[src/gsst_pkg.sv]
// Shared types and constants for the gate step sequencer track.
// No dependencies.
`default_nettype none

package gsst_pkg;

  localparam int MaxSteps = 64;
  localparam int PosW     = (MaxSteps > 1) ? $clog2(MaxSteps) : 1;
  localparam int LenW     = $clog2(MaxSteps + 1);

  typedef enum logic [1:0] {
    KindPlay     = 2'd0,
    KindRecStart = 2'd1,
    KindRecStep  = 2'd2,
    KindRecStop  = 2'd3
  } kind_e;

  typedef struct packed {
    kind_e kind;
    logic  clock_rise;
    logic  clock_fall;
    logic  reset_rise;
    logic  reset_press;
    logic  modifier_held;
    logic  track_press;
    logic  rec_silent;
    logic  rec_half;
    logic  rec_full;
  } in_item_t;

  typedef struct packed {
    logic       gate_out;
    logic       play_enabled;
    logic [5:0] current_step;
    logic [6:0] recorded_steps;
  } out_item_t;

  // Gate bits of one step: on after the rising edge, on after the falling edge.
  typedef struct packed {
    logic rise;
    logic fall;
  } step_bits_t;

  typedef struct packed {
    logic            en;
    logic [PosW-1:0] addr;
    step_bits_t      data;
  } mem_wr_t;

endpackage

`default_nettype wire

[src/gsst_in_stage.sv]
// Input register of the gate step sequencer track.
// Depends on gsst_pkg.
`default_nettype none

module gsst_in_stage import gsst_pkg::*; (
  input  wire logic     clk_i,
  input  wire logic     rst_ni,
  input  wire logic     in_valid_i,
  output logic          in_ready_o,
  input  wire in_item_t in_data_i,
  input  wire logic     adv_i,
  output logic          vld_o,
  output in_item_t      data_o
);

  logic     vld_q;
  logic     vld_d;
  in_item_t data_q;

  assign in_ready_o = !vld_q || adv_i;

  always_comb begin
    vld_d = vld_q;
    if (in_ready_o) begin
      vld_d = in_valid_i;
    end
  end

  always_ff @(posedge clk_i or negedge rst_ni) begin
    if (!rst_ni) begin
      vld_q <= 1'b0;
    end else begin
      vld_q <= vld_d;
    end
  end

  always_ff @(posedge clk_i) begin
    if (in_valid_i && in_ready_o) begin
      data_q <= in_data_i;
    end
  end

  assign vld_o  = vld_q;
  assign data_o = data_q;

endmodule

`default_nettype wire

[src/gsst_pat_mem.sv]
// Pattern store: gate bits per step, one write and one registered read a cycle.
// Entries at or above the fill count read as silent unless written in the cycle of the read. Depends on gsst_pkg.
`default_nettype none

module gsst_pat_mem import gsst_pkg::*; (
  input  wire logic            clk_i,
  input  wire logic            rst_ni,
  input  wire mem_wr_t         wr_i,
  input  wire logic            rd_en_i,
  input  wire logic [PosW-1:0] rd_addr_i,
  output step_bits_t           rd_data_o
);

  step_bits_t            mem_q [MaxSteps];
  step_bits_t            mem_rd_q;
  step_bits_t            fwd_q;
  logic                  hit_q;
  logic                  filled_q;
  logic [LenW-1:0]       fill_q;
  logic [LenW-1:0]       fill_d;

  // Writes land at the pattern length, which never exceeds the fill count.
  always_comb begin
    fill_d = fill_q;
    if (wr_i.en && (LenW'(wr_i.addr) == fill_q)) begin
      fill_d = fill_q + LenW'(1);
    end
  end

  always_ff @(posedge clk_i) begin
    if (wr_i.en) begin
      mem_q[wr_i.addr] <= wr_i.data;
    end
  end

  always_ff @(posedge clk_i) begin
    if (rd_en_i) begin
      mem_rd_q <= mem_q[rd_addr_i];
      fwd_q    <= wr_i.data;
    end
  end

  always_ff @(posedge clk_i or negedge rst_ni) begin
    if (!rst_ni) begin
      fill_q   <= '0;
      hit_q    <= 1'b0;
      filled_q <= 1'b0;
    end else begin
      fill_q <= fill_d;
      if (rd_en_i) begin
        hit_q    <= wr_i.en && (wr_i.addr == rd_addr_i);
        filled_q <= LenW'(rd_addr_i) < fill_q;
      end
    end
  end

  assign rd_data_o = hit_q    ? fwd_q    :
                     filled_q ? mem_rd_q : '0;

endmodule

`default_nettype wire

[src/gsst_core.sv]
// Track state update and result register of the gate step sequencer track.
// Depends on gsst_pkg; reads step bits from gsst_pat_mem.
`default_nettype none

module gsst_core import gsst_pkg::*; (
  input  wire logic       clk_i,
  input  wire logic       rst_ni,
  input  wire logic       in_vld_i,
  input  wire in_item_t   in_data_i,
  input  wire step_bits_t nxt_bits_i,
  output logic            adv_o,
  output mem_wr_t         wr_o,
  output logic [PosW-1:0] rd_addr_o,
  input  wire logic       out_ready_i,
  output logic            out_valid_o,
  output out_item_t       out_data_o
);

  logic [LenW-1:0] len_q, len_d;
  logic [PosW-1:0] pos_q, pos_d;
  logic            pend_q, pend_d;
  logic            unm_q, unm_d;
  logic            gate_q, gate_d;
  step_bits_t      cur_q, cur_d;
  step_bits_t      zero_q, zero_d;
  logic            out_vld_q;
  out_item_t       out_q;
  logic            pend_now;
  logic [LenW-1:0] pos_inc;
  logic [LenW-1:0] rd_inc;
  mem_wr_t         wr;

  assign adv_o = in_vld_i && (!out_vld_q || out_ready_i);

  always_comb begin
    len_d    = len_q;
    pos_d    = pos_q;
    pend_d   = pend_q;
    unm_d    = unm_q;
    gate_d   = gate_q;
    cur_d    = cur_q;
    zero_d   = zero_q;
    wr       = '0;
    pend_now = pend_q;
    pos_inc  = LenW'(pos_q) + LenW'(1);
    unique case (in_data_i.kind)
      KindPlay: begin
        unm_d = unm_q ^ (in_data_i.modifier_held & in_data_i.track_press);
        if (len_q == '0) begin
          gate_d = 1'b0;
        end else begin
          pend_now = pend_q | in_data_i.reset_rise | in_data_i.reset_press;
          pend_d   = pend_now;
          if (in_data_i.clock_rise) begin
            if (pend_now) begin
              pos_d  = '0;
              cur_d  = zero_q;
              pend_d = 1'b0;
            end else if (pos_inc >= len_q) begin
              pos_d = '0;
              cur_d = zero_q;
            end else begin
              pos_d = PosW'(pos_inc);
              cur_d = nxt_bits_i;
            end
            gate_d = unm_d & cur_d.rise;
          end
          if (in_data_i.clock_fall) begin
            gate_d = unm_d & cur_d.fall;
          end
        end
      end
      KindRecStart: begin
        len_d  = '0;
        gate_d = 1'b0;
      end
      KindRecStep: begin
        if ((len_q < LenW'(MaxSteps)) &&
            (in_data_i.rec_silent || in_data_i.rec_half || in_data_i.rec_full)) begin
          wr.en   = 1'b1;
          wr.addr = PosW'(len_q);
          if (in_data_i.rec_silent) begin
            wr.data = '{rise: 1'b0, fall: 1'b0};
          end else if (in_data_i.rec_half) begin
            wr.data = '{rise: 1'b1, fall: 1'b0};
          end else begin
            wr.data = '{rise: 1'b1, fall: 1'b1};
          end
          len_d = len_q + LenW'(1);
          // keep the cached copies in step with the store
          if (wr.addr == pos_q) begin
            cur_d = wr.data;
          end
          if (len_q == '0) begin
            zero_d = wr.data;
          end
        end
      end
      KindRecStop: begin
        pend_d = 1'b1;
      end
      default: begin
        pend_d = pend_q;
      end
    endcase
  end

  // Prefetch the step after the new position for the next rising edge.
  assign rd_inc    = LenW'(pos_d) + LenW'(1);
  assign rd_addr_o = (rd_inc == LenW'(MaxSteps)) ? '0 : PosW'(rd_inc);

  always_comb begin
    wr_o    = wr;
    wr_o.en = wr.en & adv_o;
  end

  always_ff @(posedge clk_i or negedge rst_ni) begin
    if (!rst_ni) begin
      len_q     <= '0;
      pos_q     <= '0;
      pend_q    <= 1'b0;
      unm_q     <= 1'b1;
      gate_q    <= 1'b0;
      cur_q     <= '0;
      zero_q    <= '0;
      out_vld_q <= 1'b0;
    end else begin
      if (adv_o) begin
        len_q     <= len_d;
        pos_q     <= pos_d;
        pend_q    <= pend_d;
        unm_q     <= unm_d;
        gate_q    <= gate_d;
        cur_q     <= cur_d;
        zero_q    <= zero_d;
        out_vld_q <= 1'b1;
      end else if (out_ready_i) begin
        out_vld_q <= 1'b0;
      end
    end
  end

  always_ff @(posedge clk_i) begin
    if (adv_o) begin
      out_q.gate_out       <= gate_d & unm_d;
      out_q.play_enabled   <= unm_d;
      out_q.current_step   <= 6'(pos_d);
      out_q.recorded_steps <= 7'(len_d);
    end
  end

  assign out_valid_o = out_vld_q;
  assign out_data_o  = out_q;

endmodule

`default_nettype wire

[src/gate_step_sequencer_track.sv]
// Gate step sequencer track, top level.
// Path: a request is held in the input register, then its result in the result register.
// Throughput: one request per cycle while results are taken, set by the single state
// update between the input register and the result register; the pattern store read is prefetched.
// Reset: asynchronous, active low; the pattern reads as silent through a fill
// count, so no clearing pass is needed and requests are taken right after reset.
`default_nettype none

module gate_step_sequencer_track import gsst_pkg::*; (
  input  wire logic      clk_i,
  input  wire logic      rst_ni,
  input  wire logic      in_valid_i,
  output logic           in_ready_o,
  input  wire in_item_t  in_data_i,
  output logic           out_valid_o,
  input  wire logic      out_ready_i,
  output out_item_t      out_data_o
);

  logic            adv;
  logic            in_vld;
  in_item_t        in_data;
  mem_wr_t         mem_wr;
  logic [PosW-1:0] rd_addr;
  step_bits_t      nxt_bits;

  gsst_in_stage u_in_stage (
    .clk_i      (clk_i),
    .rst_ni     (rst_ni),
    .in_valid_i (in_valid_i),
    .in_ready_o (in_ready_o),
    .in_data_i  (in_data_i),
    .adv_i      (adv),
    .vld_o      (in_vld),
    .data_o     (in_data)
  );

  gsst_pat_mem u_pat_mem (
    .clk_i     (clk_i),
    .rst_ni    (rst_ni),
    .wr_i      (mem_wr),
    .rd_en_i   (adv),
    .rd_addr_i (rd_addr),
    .rd_data_o (nxt_bits)
  );

  gsst_core u_core (
    .clk_i       (clk_i),
    .rst_ni      (rst_ni),
    .in_vld_i    (in_vld),
    .in_data_i   (in_data),
    .nxt_bits_i  (nxt_bits),
    .adv_o       (adv),
    .wr_o        (mem_wr),
    .rd_addr_o   (rd_addr),
    .out_ready_i (out_ready_i),
    .out_valid_o (out_valid_o),
    .out_data_o  (out_data_o)
  );

endmodule

`default_nettype wire

[config.mk]
export PLATFORM = sky130hd
export DESIGN_NAME = gate_step_sequencer_track
export DESIGN_NICKNAME = d
export VERILOG_FILES = /design/src/gsst_pkg.sv /design/src/gsst_in_stage.sv /design/src/gsst_pat_mem.sv /design/src/gsst_core.sv /design/src/gate_step_sequencer_track.sv
export SDC_FILE = /design/constraint.sdc
export NUM_CORES = 1
export LEC_CHECK = 0
export BUFFER_PORTS_ARGS = -buffer_cell sky130_fd_sc_hd__buf_2
export CAP_MARGIN = 10
export CELL_PAD_IN_SITES_DETAIL_PLACEMENT = 1
export CELL_PAD_IN_SITES_GLOBAL_PLACEMENT = 2
export CORE_MARGIN = 2
export CORE_UTILIZATION = 30
export CTS_BUF_LIST = sky130_fd_sc_hd__clkbuf_8
export DETAILED_ROUTE_END_ITERATION = 10
export PLACE_DENSITY = 0.67
export SLEW_MARGIN = 30
export SYNTH_ARGS = -nofsm -noshare
export SYNTH_HDL_FRONTEND = slang
export SYNTH_SLANG_ARGS = --single-unit
[constraint.sdc]
create_clock -name clk_i -period 6.1 [get_ports clk_i]
set_clock_uncertainty 0.15 [all_clocks]
set_input_delay 0.305 -clock clk_i [delete_from_list [all_inputs] [get_ports clk_i]]
set_output_delay 0.305 -clock clk_i [all_outputs]
set_load 0.05 [all_outputs]
==> metrics, run 1 <==
status=completed; average cell area after synthesis=13.3 µm²; relative slew slack=~47%; iteration-0 DRC count of the detailed router=about 410; GRT met2 Usage=between 20% and 30%; Max Root-Sink Buffers=2; H-tree levels=4; Post-Route Utilization=~35%; Primary FF master, synth=edfxtp_1; gr ovfl total=0; Final Hold Fails=0; syn_nets=between 700 and 800; flop2flop setup slack=1.09 ns; CP peak stage delay=0.75 ns; CTS Buf Count=17; period utilization=82.1%; Leak=3.45 nW; most common cell after layout, fill and taps aside=edfxtp_1; antenna cells=0; cts repair resizes=0; vias in the first global route=5990; critical path cell sequence=clkinv_1 -> ha_1 -> and3_1 -> o211ai_1 -> o21a_1 -> a22oi_1 -> inv_1 -> ha_1 -> buf_4 -> mux4_2 -> a311oi_1 -> o211ai_1 -> and3_1; nets=about 740; layout cells sized above 1=17.5%; GR peak layer=met2; antenna viol nets, final=0; CTS root buffer=clkbuf_8; Initial Util=about 31%; Min-Delay Path Class=in -> async; number of cells on the critical path=13; Fillers=a little over 3000; wire length per cell=20.8 µm; I/O Buffers=31; vias per cell=5.11; post-synthesis sequential area ratio=62.0%; die width=176 µm; core footprint=roughly 0.029 mm²; Yosys cell types=66; postcts setup bufs=0; Rows=62; EDFF count, synth=158; clock slew at reported path FFs=0.11 ns; DRC=0; MaxCap Viol Count=0; die area=0.0309 mm²; FF-to-FF path depth=13; RSZ-0062 raised after global routing=no; Mapped Cells=between 600 and 700; Slowest cell on crit path=dfrtp_1; Critical Path Source Type=flip-flop; Setup violations, final=0; first-pass GRT wire length=about 36000 µm; async set or reset register ratio after synthesis=16.0%; GPL Wtd Cong=0.805; clk_lat worst skew=0.49 ns; Post-DP HPWL=15400 µm; final wirelength=23000 µm; WP data arrival=5.11 ns; # hold bufs at CTS=15; WS Path Type=reg -> reg; Max rail drop VDD=0.146 mV; Num Clock Sinks=188; largest net degree at the start of global routing=66; Tot GR Track Use=15.7%; M1 GR Usage=21.1%; met3 Resource Use GR=under 10%; YS warnings=0; worst slew pin tran=0.800 ns; worst path bufs/invs=3; TritonCTS clock tree=done; synth-to-layout area growth=12.9%; max-slew violations=0; antenna violations before repair=0; total number of vias=roughly 5600; leading cell types in the layout, fill and taps excluded=edfxtp_1 (158), nor2_1 (90), nand2_1 (55); mapped cell area=0.00886 mm²; PD cells=288 mW/mm²; # IOs=32; critical path peak fanout=34; CP top delay family=compound AO/OA/AOI/OAI gates; Die Y=about 180 µm; flops & latches, synth=188; fin crit period=5.01 ns; DRT Pass-1 Iters=4; setup_tns=0 ns; Fmax=approximately 200 MHz; CP Capture Type=flip-flop; Req. time, crit path=6.20 ns
-- routing by layer --
metal  routed length, µm  vias up
met5                   0        -
met4                 393        0
met3                 603       25
met2               11500       74
met1               10400     2950
li1                    -     2590
-- worst register-to-register path: stages (launching register included) --
cell and delay [ns]:
dfrtp_1 0.75, clkinv_1 0.42, ha_1 0.38, and3_1 0.19, o211ai_1 0.10, o21a_1 0.33
a22oi_1 0.47, inv_1 0.19, ha_1 0.32, buf_4 0.43, mux4_2 0.44, a311oi_1 0.29
o211ai_1 0.14, and3_1 0.17
-- kinds of logic (layout without fill, tap and decap cells) --
kind of cell,after synthesis,after routing,share of synthesized area (%)
AO/OA/AOI/OAI,85,85,6.96
XOR/XNOR,30,30,3.13
adder cells (fa/ha/maj),22,22,3.11
buffers and inverters,56,109,2.84
flip-flops,188,188,62.0
multiplexers,41,41,9.19
AND/OR/NAND/NOR,244,244,12.8
-- power breakdown --
group / internal, mW / leakage, nW / switching, mW
logic: 0.197 / 1.36 / 0.273
clock network: 0.423 / 0.220 / 0.500
registers: 1.44 / 1.87 / 0.0484
-- registers in the layout (all words and copies together) (netlist names), 2 cells and up --
signal / count
u_pat_mem.fill_q: 7
u_core.pos_q: 6
u_core.len_q: 7
u_pat_mem.mem_rd_q: 2
u_in_stage.data_o: 11
u_core.out_data_o: 15
u_pat_mem.mem_q: 128
u_core.zero_q: 2
u_pat_mem.fwd_q: 2
-- cell type report --
cell class | instances | area [µm²] | area share (%)
clock buffers | 17 | 234 | 2.34
clock inverters | 15 | 210 | 2.10
inverters | 23 | 86.3 | 0.863
multi-input cells | 422 | 3130 | 31.3
flip-flops and latches | 188 | 5500 | 54.9
well taps | 384 | 480 | 4.80
repair buffers | 54 | 365 | 3.65
-- cells in the mapped netlist, types with 3 or more instances --
master | n | area share (%)
mux2i_1 | 6 | 0.68
nor2b_1 | 4 | 0.28
edfxtp_1 | 158 | 54
o21a_1 | 3 | 0.25
o211ai_1 | 12 | 1.0
inv_1 | 19 | 0.80
nand4_1 | 21 | 1.5
nand2_1 | 55 | 2.3
nor2_1 | 91 | 3.9
o21ai_0 | 21 | 1.2
nor3_1 | 12 | 0.68
nand3_1 | 27 | 1.5
xnor2_1 | 17 | 1.7
or3_1 | 3 | 0.21
mux4_2 | 32 | 8.1
buf_6 | 3 | 0.38
buf_4 | 3 | 0.25
nand2b_1 | 7 | 0.49
a22oi_1 | 3 | 0.25
mux2_2 | 3 | 0.38
clkbuf_1 | 21 | 0.89
xor2_1 | 11 | 1.1
and2_1 | 4 | 0.28
clkinv_1 | 4 | 0.17
dfrtp_1 | 29 | 8.2
a21oi_1 | 9 | 0.51
and3_1 | 6 | 0.42
buf_2 | 6 | 0.34
ha_1 | 22 | 3.1
-- stage by stage --
stage	instances	hold slack (ns)	worst slack, ns	cell area (µm²)	power, mW
4_1_cts	1103	0.293	1.02	10000	2.92
2_1_floorplan	666	-0.141	1.55	8860	1.86
6_report	1103	0.282	1.09	10000	2.89
3_5_place_dp	1056	0.297	1.04	9410	1.99
5_1_grt	1103	0.336	0.633	10000	3.01
3_3_place_gp	1056	0.275	1.22	9410	1.98
-- final timing paths --
kind | endpoint | start
max in group asynchronous | u_core.len_q[3]$_DFFE_PN0P_ | rst_ni
min in group clk_i | u_core.out_valid_o$_DFFE_PN0P_ | u_in_stage.vld_o$_DFFE_PN0N_
worst min register to register | u_core.out_valid_o$_DFFE_PN0P_ | u_in_stage.vld_o$_DFFE_PN0N_
worst min-delay path | u_pat_mem.fill_q[0]$_DFFE_PN0P_ | rst_ni
worst max register to register | u_pat_mem.mem_rd_q[0]$_DFFE_PP_ | u_core.len_q[4]$_DFFE_PN0P_
worst max-delay path | u_pat_mem.mem_rd_q[0]$_DFFE_PP_ | u_core.len_q[4]$_DFFE_PN0P_
(Power assumes the default switching activity.)
==> run 2: changes to the inputs <==
--- a/config.mk
+++ b/config.mk
@@ -5,6 +5,7 @@
 export SDC_FILE = /design/constraint.sdc
 export NUM_CORES = 1
 export LEC_CHECK = 0
+export ABC_AREA = 1
 export BUFFER_PORTS_ARGS = -buffer_cell sky130_fd_sc_hd__buf_2
 export CAP_MARGIN = 10
 export CELL_PAD_IN_SITES_DETAIL_PLACEMENT = 1
@@ -13,7 +14,7 @@
 export CORE_UTILIZATION = 30
 export CTS_BUF_LIST = sky130_fd_sc_hd__clkbuf_8
 export DETAILED_ROUTE_END_ITERATION = 10
-export PLACE_DENSITY = 0.67
+export PLACE_DENSITY = 0.71
 export SLEW_MARGIN = 30
 export SYNTH_ARGS = -nofsm -noshare
 export SYNTH_HDL_FRONTEND = slang
==> constraint.sdc (replaced) <==
create_clock -name clk_i -period 5 [get_ports clk_i]
set_clock_uncertainty 0.15 [all_clocks]
set_input_delay 0.25 -clock clk_i [delete_from_list [all_inputs] [get_ports clk_i]]
set_output_delay 0.25 -clock clk_i [all_outputs]
set_load 0.05 [all_outputs]
==> metrics, run 2 <==
mapped cell area=0.00955 mm² (+7.7%); antenna cells=0 (unchanged); H-tree levels=4 (unchanged); Mapped Cells=1010 (+52%); Final Hold Fails=0 (unchanged); PD cells=447 mW/mm² (+55%); async set or reset register ratio after synthesis=16.0% (unchanged); Post-Route Utilization=34.1% (-0.50 points); CTS Buf Count=17 (unchanged); vias per cell=4.94 (-3.3%); Tot GR Track Use=17.2% (+1.5 points); fin crit period=4.19 ns (-0.824 ns); max FFs per register=128 (unchanged); die area=0.0333 mm² (+7.5%); TritonCTS clock tree=done; relative slew slack=40.6% (-6.0 points); DRT Pass-1 Iters=5 (+1); final wirelength=28100 µm (+22%); max-slew violations=0 (unchanged); critical path peak fanout=70 (+110%); WS Path Type=reg -> reg; synth-to-layout area growth=12.4%; antenna viol nets, final=0 (unchanged); CTS root buffer=clkbuf_8; Die Y=182 µm (+3.7%); status=completed; clk_lat worst skew=0.48 ns (about the same); cts repair resizes=0 (unchanged); post-synthesis sequential area ratio=57.6% (-4.4 points); YS warnings=0 (unchanged); DP Area=0.0101 mm² (+7.7%); Req. time, crit path=5.25 ns (-0.95 ns); Leak=4.32 nW (+25%); WP data arrival=4.44 ns (-0.67 ns); gr ovfl total=0 (unchanged); most common cell after layout, fill and taps aside=nand2_1; Max Root-Sink Buffers=2 (unchanged); Num Clock Sinks=188 (unchanged); vias in the first global route=7555 (+26%); core footprint=0.0315 mm² (+8.8%); iteration-0 DRC count of the detailed router=390 (-5.1%); average cell area after synthesis=9.45 µm² (-29%); EDFF count, synth=158 (unchanged); Yosys cell types=44 (-33%); CP Capture Type=flip-flop; Critical Path Source Type=flip-flop; Primary FF master, synth=edfxtp_1; clock slew at reported path FFs=0.12 ns (about the same); total number of vias=7220 (+28%); worst slew pin tran=0.889 ns (+0.0885 ns); most common cell in the synthesized netlist=nand2_1; Min-Delay Path Class=in -> async; MaxCap Viol Count=0 (unchanged); Fmax=239 MHz (+20%); largest cells by area after synthesis=edfxtp_1 (50%), nand3_1 (8.4%), dfrtp_1 (7.6%); die width=182 µm (+3.7%); # IOs=32 (unchanged); Power, Total=4.79 mW (+66%); leading cell types in the layout, fill and taps excluded=nand2_1 (180), nand3_1 (160), edfxtp_1 (158); # hold bufs at CTS=16 (+1); Finished Cell Area=0.0107 mm² (+7.2%); syn_nets=1047 (+49%); most flop-heavy register=u_pat_mem.mem_q; period utilization=83.7% (+1.6 points); flops & latches, synth=188 (unchanged); wire length per cell=19.2 µm (-7.9%); I/O Buffers=31 (unchanged); top post-synthesis cells by count=nand2_1 (181), nand3_1 (161), edfxtp_1 (158); Initial Util=30.3% (-0.30 points); antenna violations before repair=0 (unchanged); first-pass GRT wire length=43500 µm (+20%); Rows=65 (+4.8%); DRC=0 (unchanged); cell taking the most area after synthesis=edfxtp_1; postcts setup bufs=0 (unchanged); GPL Wtd Cong=0.796 (-1.2%); Setup violations, final=0 (unchanged); Post-DP HPWL=18600 µm (+20%); Max rail drop VDD=0.212 mV (+45%); setup_tns=0 ns (unchanged); layout cells sized above 1=9.44% (-8.1 points); largest net degree at the start of global routing=71 (+7.6%); nets=1083 (+46%); Synth top area share=49.7% (-3.8 points); RSZ-0062 raised after global routing=no
-- run 2: cell types whose count changed after synthesis, sizes merged, moves of 13 or more --
cell | previous run | this run
nor2 | 92 | 105
a21oi | 9 | 22
nand2 | 57 | 188
mux4 | 32 | 0
nand3 | 28 | 163
inv | 19 | 143
xnor2 | 18 | 4
nand3b | 1 | 50
buf | 12 | 27
-- run 2: layout make-up --
| class | count | area (µm²) |
|---|---|---|
| Inverter | 145 | 549 |
| Fill cell | 3620 | 20700 |
| Clock buffer | 17 | 234 |
| Tap cell | 402 | 503 |
| Timing Repair Buffer | 58 | 418 |
| Clock inverter | 15 | 199 |
| Multi-Input combinational cell | 636 | 3330 |
| Sequential cell | 188 | 5500 |
-- run 2: power breakdown --
group / internal, mW / switching, mW
combinational: 0.542 / 1.27
sequential: 1.82 / 0.0906
clock: 0.391 / 0.682
total: 2.75 / 2.04
-- run 2: cell families after synthesis --
logic type	count (synthesis)	synth area share, %
fa+ha+maj	22	2.88
compound gates	68	4.23
flops	188	57.6
buf+inv	186	7.79
xor+xnor	13	1.19
simple gates	533	26.3
-- run 2: worst max-delay path: stages, from the launching register on --
cell	delay [ns]
dfrtp_1	0.48
ha_1	0.27
xnor2_1	0.19
inv_1	0.09
ha_1	0.35
a21oi_1	0.17
o21ai_1	0.09
nand2_1	0.13
nand3_2	0.13
nand2_2	0.09
buf_4	0.60
nand3_2	0.21
nand2_1	0.12
nand2_2	0.19
ha_1	0.26
a21o_1	0.18
a21oi_1	0.14
o21ai_0	0.08
o21ai_0	0.17
-- run 2: worst paths after layout --
path	startpoint	to	slack [ns]	cells past startpoint
max	u_core.pos_q[0]$_DFFE_PN0P_	u_pat_mem.filled_q$_DFFE_PN0P_	0.81	18
min	rst_ni	u_in_stage.vld_o$_DFFE_PN0N_	0.21	2
max reg2reg	u_core.pos_q[0]$_DFFE_PN0P_	u_pat_mem.filled_q$_DFFE_PN0P_	0.81	18
min reg2reg	u_core.zero_q[0]$_DFFE_PN0P_	u_core.zero_q[0]$_DFFE_PN0P_	0.36	2
max in group asynchronous	rst_ni	u_core.pos_q[1]$_DFFE_PN0P_	3.97	2
min in group clk_i	in_data_i[6]	u_in_stage.data_o[6]$_DFFE_PP_	0.31	2
-- run 2: metal layers --
metal  up-vias  GRT usage [%]  share of wire (%)
li1       3468              -                  -
met1      3631           22.7                 47
met2       101           30.4                 50
met3        20           2.31                2.6
met4         0           3.55                1.1
met5         -              0                  0
-- run 2: through the flow --
stage,hold WS [ns],setup slack (ns),instances
CTS,0.227,0.731,1461
finish,0.210,0.813,1461
detailed placement,0.230,0.759,1413
global route,0.254,0.408,1461
global placement,0.224,0.874,1412
floorplan,-0.196,1.28,1010
==> run 3: changes to the inputs <==
==> constraint.sdc (replaced) <==
create_clock -name clk_i -period 4.1 [get_ports clk_i]
set_clock_uncertainty 0.15 [all_clocks]
set_input_delay 0.205 -clock clk_i [delete_from_list [all_inputs] [get_ports clk_i]]
set_output_delay 0.205 -clock clk_i [all_outputs]
set_load 0.05 [all_outputs]
==> metrics, run 3 (synthesis results as in run 2) <==
leading cell types in the layout, fill and taps excluded=nand2_1 (180), nand3_1 (160), edfxtp_1 (158); DRC=0 (unchanged); # IOs=32 (unchanged); synth-to-layout area growth=13.4%; antenna viol nets, final=0 (unchanged); Multi-input gate area=0.00335 mm² (+0.53%); Post-Route M1 WL=12700 µm (-2.6%); H-tree levels=4 (unchanged); Critical Path Source Type=flip-flop; PD cells=554 mW/mm² (+24%); Max rail drop VDD=0.310 mV (+47%); antenna violations before repair=0 (unchanged); max FFs per register=128 (unchanged); CP Capture Type=flip-flop; sequential share of power=38.6% (-1.3 points); Rows=65 (unchanged); vias per cell=4.86 (-1.8%); routed wl met3=634 µm (-13%); clock share of power=23.2% (+0.8 points); Leak=4.40 nW (+1.7%); die area=0.0333 mm² (unchanged); Switch Pwr=2.43 mW (+19%); DRT Pass-1 Iters=4 (-1); Comb pwr share=38.2% (+0.5 points); layout cells sized above 1=10.9% (+1.5 points); DP Area=0.0102 mm² (+0.62%); Finished Cell Area=0.0108 mm² (+0.93%); R2R Path End=u_pat_mem.filled_q$_DFFE_PN0P_; die width=182 µm (unchanged); Pint=3.57 mW (+30%); Tot GR Track Use=17.1% (-0.15 points); nets=1094 (+1.0%); Min-Delay Path Class=in -> async; Fillers=3606 (-0.39%); Die Y=182 µm (unchanged); first-pass GRT wire length=43100 µm (-0.79%); antenna cells=0 (unchanged); fin crit period=3.79 ns (-0.393 ns); iteration-0 DRC count of the detailed router=368 (-5.6%); final wirelength=27100 µm (-3.3%); most flop-heavy register=u_pat_mem.mem_q; Power, Total=6.00 mW (+25%); max-slew violations=0 (unchanged); Setup violations, final=0 (unchanged); vias in the first global route=7644 (+1.2%); CTS root buffer=clkbuf_8; CTS Buf Count=17 (unchanged); core footprint=0.0315 mm² (unchanged); Final Hold Fails=0 (unchanged); GPL Wtd Cong=0.828 (+4.1%); uppermost routed layer=met4; flop2flop setup slack=0.31 ns (-0.51 ns); reg2reg start=u_core.pos_q[1]$_DFFE_PN0P_; worst slew pin tran=0.782 ns (-0.107 ns); met2 WL=13500 µm (-3.2%); Switching Share=40.5% (-2.0 points); Num Clock Sinks=188 (unchanged); MaxCap Viol Count=0 (unchanged); CP peak stage delay=0.46 ns (-0.14 ns); critical path peak fanout=6 (-91%); Req. time, crit path=4.34 ns (-0.91 ns); wire length per cell=18.4 µm (-4.0%); I/O Buffers=31 (unchanged); Fmax=264 MHz (+10%); critical path cell sequence=ha_1 -> nand4_1 -> nand2_1 -> inv_1 -> ha_1 -> nand2_1 -> a21oi_1 -> nor2_2 -> nand2_2 -> o21ai_2 -> ha_1 -> nand2_2 -> o21bai_2 -> nand2_1 -> inv_2 -> ha_1 -> a21o_1 -> a21oi_1 -> o21ai_0 -> o21ai_0; WP data arrival=4.03 ns (-0.41 ns); FF-to-FF path depth=20 (+2); clk_lat worst skew=0.48 ns (about the same); period utilization=92.5% (+8.8 points); FF/Latch Area=0.00550 mm² (about the same); gr ovfl total=0 (unchanged); Max Root-Sink Buffers=2 (unchanged); Post-DP HPWL=18500 µm (-0.47%); relative slew slack=47.9% (+7.3 points); WS Path Type=reg -> reg; Slowest cell on crit path=dfrtp_1; Initial Util=30.3% (unchanged); most frequent CP cell=ha_1; largest net degree at the start of global routing=66 (-7.0%); clock slew at reported path FFs=0.11 ns (about the same); TritonCTS clock tree=done; total number of vias=7147 (-1.0%); postcts setup bufs=0 (unchanged); status=completed; most common cell after layout, fill and taps aside=nand2_1
[run 3: changes by cell type in the layout (fill, tap and decap cells not counted), sizes merged]
cell,before,now
clkinvlp,0,1
buf,42,53
bufinv,0,3
inv,147,150
clkinv,13,6
[run 3: layout make-up]
type / instances / area share, %
Multi-Input combinational cell: 636 / 30.9
Timing Repair Buffer: 69 / 4.44
Tap cell: 402 / 4.65
Inverter: 145 / 5.07
Clock buffer: 17 / 2.16
Clock inverter: 15 / 2.01
Sequential cell: 188 / 50.8
[run 3: how the worst max path moves through the flow]
stage	start	endpoint	slack [ns]	cells past startpoint
after floorplan	u_core.pos_q[0]$_DFFE_PN0P_	u_pat_mem.filled_q$_DFFE_PN0P_	0.38	20
after global placement	u_core.pos_q[2]$_DFFE_PN0P_	u_pat_mem.filled_q$_DFFE_PN0P_	0.37	19
after detailed placement	u_core.pos_q[2]$_DFFE_PN0P_	u_pat_mem.filled_q$_DFFE_PN0P_	0.19	18
after CTS	u_core.pos_q[2]$_DFFE_PN0P_	u_pat_mem.filled_q$_DFFE_PN0P_	0.11	18
after global routing	u_core.pos_q[1]$_DFFE_PN0P_	u_pat_mem.filled_q$_DFFE_PN0P_	-0.04	20
final	u_core.pos_q[1]$_DFFE_PN0P_	u_pat_mem.filled_q$_DFFE_PN0P_	0.31	20
[run 3: power by group through the flow]
stage | Clock, mW | Combinational (mW) | Sequential (mW)
finish | 1.39 | 2.29 | 2.32
global route | 1.49 | 2.58 | 2.34
CTS | 1.42 | 2.32 | 2.32
detailed placement | 0 | 2.29 | 2.35
global placement | 0 | 2.27 | 2.36
floorplan | 0 | 1.50 | 2.43
[run 3: critical path: cells and delay by family, from the launching register on]
kind | cells | cell delay [ns]
buf+inv | 2 | 0.19
flops | 1 | 0.46
simple gates | 7 | 0.83
compound gates | 7 | 1.00
fa+ha+maj | 4 | 1.08
[run 3: stage by stage]
step	TNS, ns	hold slack (ns)	utilization (%)	setup slack [ns]	cells
2_1_floorplan	0	-0.241	-	0.378	1010
3_3_place_gp	0	0.183	32.4	0.370	1424
3_5_place_dp	0	0.183	32.4	0.191	1424
4_1_cts	0	0.194	34.3	0.110	1472
5_1_grt	-0.0389	0.254	34.4	-0.0389	1472
6_report	0	0.190	34.4	0.306	1472
[run 3: metal layers]
| metal | vias up | global-route usage (%) |
|---|---|---|
| met1 | 3553 | 22.4 |
| met5 | - | 0 |
| li1 | 3485 | - |
| met3 | 19 | 2.35 |
| met4 | 0 | 3.65 |
| met2 | 90 | 30.2 |
[run 3: repair_timing]
| item | 4_1_cts | 5_1_grt |
|---|---|---|
| hold buffers | 16 | 0 |
| gates resized for setup | 0 | 6 |
| endpoints found under the setup margin | 0 | 3 |
| endpoints found under the hold margin | 42 | 0 |
